--- src/hdl/ihp_ram.sv ---
// Generic single-write, single-read RAM with registered read data.
module ihp_ram #(
    parameter int WIDTH = 8,
    parameter int DEPTH = 256
) (
    input  logic                     clk,
    input  logic                     we,
    input  logic [$clog2(DEPTH)-1:0] waddr,
    input  logic [WIDTH-1:0]         wdata,
    input  logic [$clog2(DEPTH)-1:0] raddr,
    output logic [WIDTH-1:0]         rdata
);

    logic [WIDTH-1:0] mem [DEPTH];

    always_ff @(posedge clk)
    begin
        if (we)
        begin
            mem[waddr] <= wdata;
        end
        rdata <= mem[raddr];
    end

endmodule

--- config.mk ---
export PLATFORM = sky130hd
export DESIGN_NAME = ihp_ram
export DESIGN_NICKNAME = d
export VERILOG_FILES = /design/src/hdl/ihp_ram.sv
export SDC_FILE = /design/constraint.sdc
export NUM_CORES = 2
export LEC_CHECK = 0
export BUFFER_PORTS_ARGS = -buffer_cell sky130_fd_sc_hd__buf_2
export CAP_MARGIN = 5
export CORE_MARGIN = 2
export CORE_UTILIZATION = 59
export CTS_CLUSTER_DIAMETER = 200
export CTS_CLUSTER_SIZE = 12
export DETAILED_ROUTE_END_ITERATION = 10
export HOLD_SLACK_MARGIN = 0.08
export PLACE_DENSITY = 0.75
export SLEW_MARGIN = 15
export SYNTH_ARGS = -nofsm -noshare
export SYNTH_HDL_FRONTEND = slang
export SYNTH_SLANG_ARGS = --single-unit
--- constraint.sdc ---
create_clock -name clk -period 4.1 [get_ports clk]
set_clock_uncertainty 0.15 [all_clocks]
set_input_delay 0.82 -clock clk [delete_from_list [all_inputs] [get_ports clk]]
set_output_delay 0.82 -clock clk [all_outputs]
set_load 0.01 [all_outputs]
# Word level (Yosys, flattened, before mapping)
# Memory sizes are Yosys's and may differ from the RTL's. A register that Yosys moved wholly into a read port is not among the register bits.
# Cells that the tools add are included.
dict set report totals {
  output_inout_bits 8
  in_bits 26
  ff_bits 0
  ramBits 2048
  n_memories 1
}
dict set report op_classes {
  mux 2
}
# memory depth width rd rd_clocked_by_memory_dff write_ports line_no
set mem_list {}
lappend mem_list {mem 256 8 1 1 1 14} ;# logic [WIDTH-1:0] mem [DEPTH];
# operator count
set op_table {}
lappend op_table {{$mux 1} 2}

# Logic depth before layout (Yosys ltp)
dict set report logic_depth {
  depth_word 2
  depth_mapped 11
  ltp_nobuf 6
}

# Worst setup path before layout
# No wires, ideal clock.
dict set report synth_path {
  path_kind {input-to-reg}
  startpoint {input port raddr[0]}
  endpoint {register rdata[2] (read register of mem)}
  arrival_time_ps 2627
  stages 9
  setup_slack_ps 1192
  required_ps 3819
  path_cell_list {buf_6 -> buf_12 -> buf_8 -> buf_2 -> mux4_2 -> a22oi_1 -> a21oi_1 -> nor4_1 -> nor4_2}
}
# item line_no
set synth_rtl {}
lappend synth_rtl {{from (decl)} 10} ;# input logic [$clog2(DEPTH)-1:0] raddr,
lappend synth_rtl {{to (decl)} 11} ;# output logic [WIDTH-1:0] rdata

==> impl_results.md <==
- Outcome: finished clean
- Grt total ovfl: 0
- Setup crit end kind: flop
- First drt pass iteration count: 6
- CP arrival: 3.96 ns
- Clock Path Buffers: 3
- DRT iter0 DRCs: 6,357
- Part of the power in registers: 0.567
- Post-Syn Instances: 3,733
- Root buffer cell: clkbuf_16
- Crit share post-route: 0.8470
- Nets: ~4,000
- Met2 routed WL: 91,150 µm
- Slew @ Worst Pin: 1.146 ns
- Clock Pin Slew Worst Setup and Hold Paths: 0.06 ns
- IO buf count: 33
- Commonest non-fill, non-tap cell in the layout: edfxtp_1
- Share of cells above drive strength 1: 0.2476
- Switching Fraction: 0.2081
- Routed Antenna Nets: 0
- Vias in the first global route: 39,900
- Critical Path Fanout Max: 35
- Post-detailed-routing wire length: approximately 190,000 µm
- CP Buf/Inv Count: 4
- Avg Cell Area, Syn: between 20 and 25 µm²
- Cell area after synthesis: 79,560 µm²
- Leak: 27.59 nW
- Rel. slew slack: 0.2303
- Metal3 WL: 22,350 µm
- Post-synth top area share: 0.7730
- Final Hold Viols: 0
- Top sig layer: met5
- Fmax: 0.2879 GHz
- Number of synthesized register bits: between 2,000 and 2,500
- Post-CTS setup buffers: 0
- Num ports: 34
- Drt drc: 0
- First-pass GRT wire length: 278,800 µm
- WS Path Type: in2reg
- Min cycle time layout: 3.473 ns
- Maximum VDD drop: ~0.00042 V
- Sw Pwr: 0.008519 W
- Max-Cap Viols: 0
- Crit path max-delay family: buffers and inverters
- TritonCTS clock tree: built
- TritonCTS sink count: 2,056
- Largest net degree at the start of global routing: 116
- Total negative slack: 0 ns
- # hold bufs at CTS: 0
- Critical Path RT: around 4.6 ns
- Area Overhead vs Synth: 11.21%
- Logic pwr share: 0.052
- Critical path's slowest cell: nor4_1
- Top post-synthesis cells by area: edfxtp_1 (77%), mux4_2 (13%), mux2i_1 (1.7%)
- Die W: about 370 µm
- Syn Nets: about 3,800
- WL per Instance: 33.00 µm
- Commonest cells after routing, fill and taps aside: edfxtp_1 (2,048), mux4_2 (454), nor2_1 (279)
- Synth Warn #: 0
- Pwr/cell area: between 400 and 500 nW/µm²
- DP Cell Count: 5,593
- M1 wire length: between 70,000 and 80,000 µm
- Initial Util: 0.5954
- Pint: around 0.032 W
- Hold WC Path Type: in2reg
- Hpwl dp: roughly 120,000 µm
- Unique masters post-synth: 55
- Initial antenna violation count: 12
- Slew Limit Fails: 0
- Die Y: 371.2 µm
- Fillers: 8,149
- Most common flop cell mapped by yosys: edfxtp_1
- Cell Rows: approximately 130
- Post-cts sizing count: 0
- Crit path launch type: input pin
- Global placement routability congestion: 0.8940
- Vias per cell: 6.864
- Placed instance area: 83,310 µm²
- GRT Total Usage: 0.2846
- Clock power frac: 0.380
- Crit-path max cell delay: 0.79 ns
- Core Area: 133,600 µm²
- Post-synthesis async set-or-reset flop share: 0
- Power Total: about 0.041 W
- Layout Cells excl Fill: 5,829
- Final setup fails: 0
- Sequential fraction of the synthesis area: 0.7750
- Clk_lat worst skew: 0.83 ns
- Cell taking the most area after synthesis: edfxtp_1
- Total number of vias: 40,010
- H-Tree Depth: 4
- Clock buffer count from CTS: roughly 190
- Die Area: 137,800 µm²
- Critical-path cell list: buf_8 -> buf_12 -> buf_12 -> mux4_2 -> a22oi_1 -> a21oi_1 -> nor4_1 -> buf_4 -> nor4_1
- Final Cell Area: 88,470 µm²
- EDFF count, synth: 2,048
- RSZ-0062 raised after global routing: false
-- per-layer routing --
| layer | vias up | track usage |
|---|---|---|
| met5 | - | 0.002797 |
| met2 | 2588 | 0.4359 |
| met3 | 381 | 0.05857 |
| met1 | 20880 | 0.4112 |
| li1 | 16150 | - |
| met4 | 16 | 0.1085 |
-- stage by stage --
step / util / setup WS (ns) / hold WS (ns)
floorplan: - / 1.192 / 0.6199
global placement: 0.6235 / -0.1820 / 0.9154
detailed placement: 0.6235 / -0.1744 / 0.9727
CTS: 0.6620 / 0.7205 / 0.3272
global route: 0.6620 / 0.5411 / 0.3688
finish: 0.6621 / 0.6271 / 0.3700
-- state kept, by name (all words and copies together) (netlist names) --
signal / count
mem: 2048
rdata: 8
-- synth_stat cells (all sizes together) (4+ instances only) --
cell     count
o32ai        5
nand2b       8
nor2b       31
mux4       456
a22oi      133
nor4        27
a22o         8
a2111oi      5
and2         6
o22ai       28
nor3        22
or2          4
o21ai       12
o221ai      47
nand2       33
edfxtp    2048
dfxtp        8
a221oi      14
nand3       34
o22a         5
nand4       10
o211ai      10
clkbuf     111
buf        122
a211oi      16
mux2i      134
a21oi       96
nor2       282
-- power by group through the flow --
stage               clock, W  combinational [W]  sequential (W)
detailed placement         0            0.00212          0.0237
global route          0.0165            0.00224          0.0232
global placement           0            0.00208          0.0237
finish                0.0156            0.00215          0.0232
floorplan                  0            0.00113          0.0236
CTS                   0.0157            0.00213          0.0232
-- worst register-to-register path, stage by stage, from the launching register on --
cell,delay (ns)
edfxtp_1,0.36
mux4_2,0.52
mux4_2,0.51
nor2_1,0.11
a2111oi_1,0.08
nor3_1,0.89
nor4_1,0.15
-- cell families after synthesis --
| kind of cell | share of synthesized area |
|---|---|
| multiplexers | 0.1462 |
| buffers and inverters | 0.01831 |
| AO/OA/AOI/OAI | 0.03419 |
| flip-flops | 0.7750 |
| AND/OR/NAND/NOR | 0.02628 |
-- final timing paths --
| path | from | endpoint | slack (ns) | cells after the start |
|---|---|---|---|---|
| worst max-delay path | raddr[0] | rdata[1] | 0.63 | 9 |
| worst min-delay path | wdata[5] | mem[219][5] | 0.37 | 1 |
| worst max register to register | mem[139][1] | rdata[1] | 1.16 | 6 |
| worst min register to register | mem[198][4] | rdata[4] | 0.99 | 5 |
-- cell type report --
class / instances / area (µm²) / area share
well taps: 1768 / 2212 / 0.02500
repair buffers: 325 / 2938 / 0.03321
clock buffers: 221 / 4977 / 0.05626
multi-input cells: 1442 / 16490 / 0.1864
diodes: 6 / 15.01 / 0.0001697
clock inverters: 9 / 172.7 / 0.001952
flip-flops and latches: 2056 / 61660 / 0.6969
inverters: 2 / 7.507 / 0.00008485
Note: power is estimated with default switching activity, not from simulation.
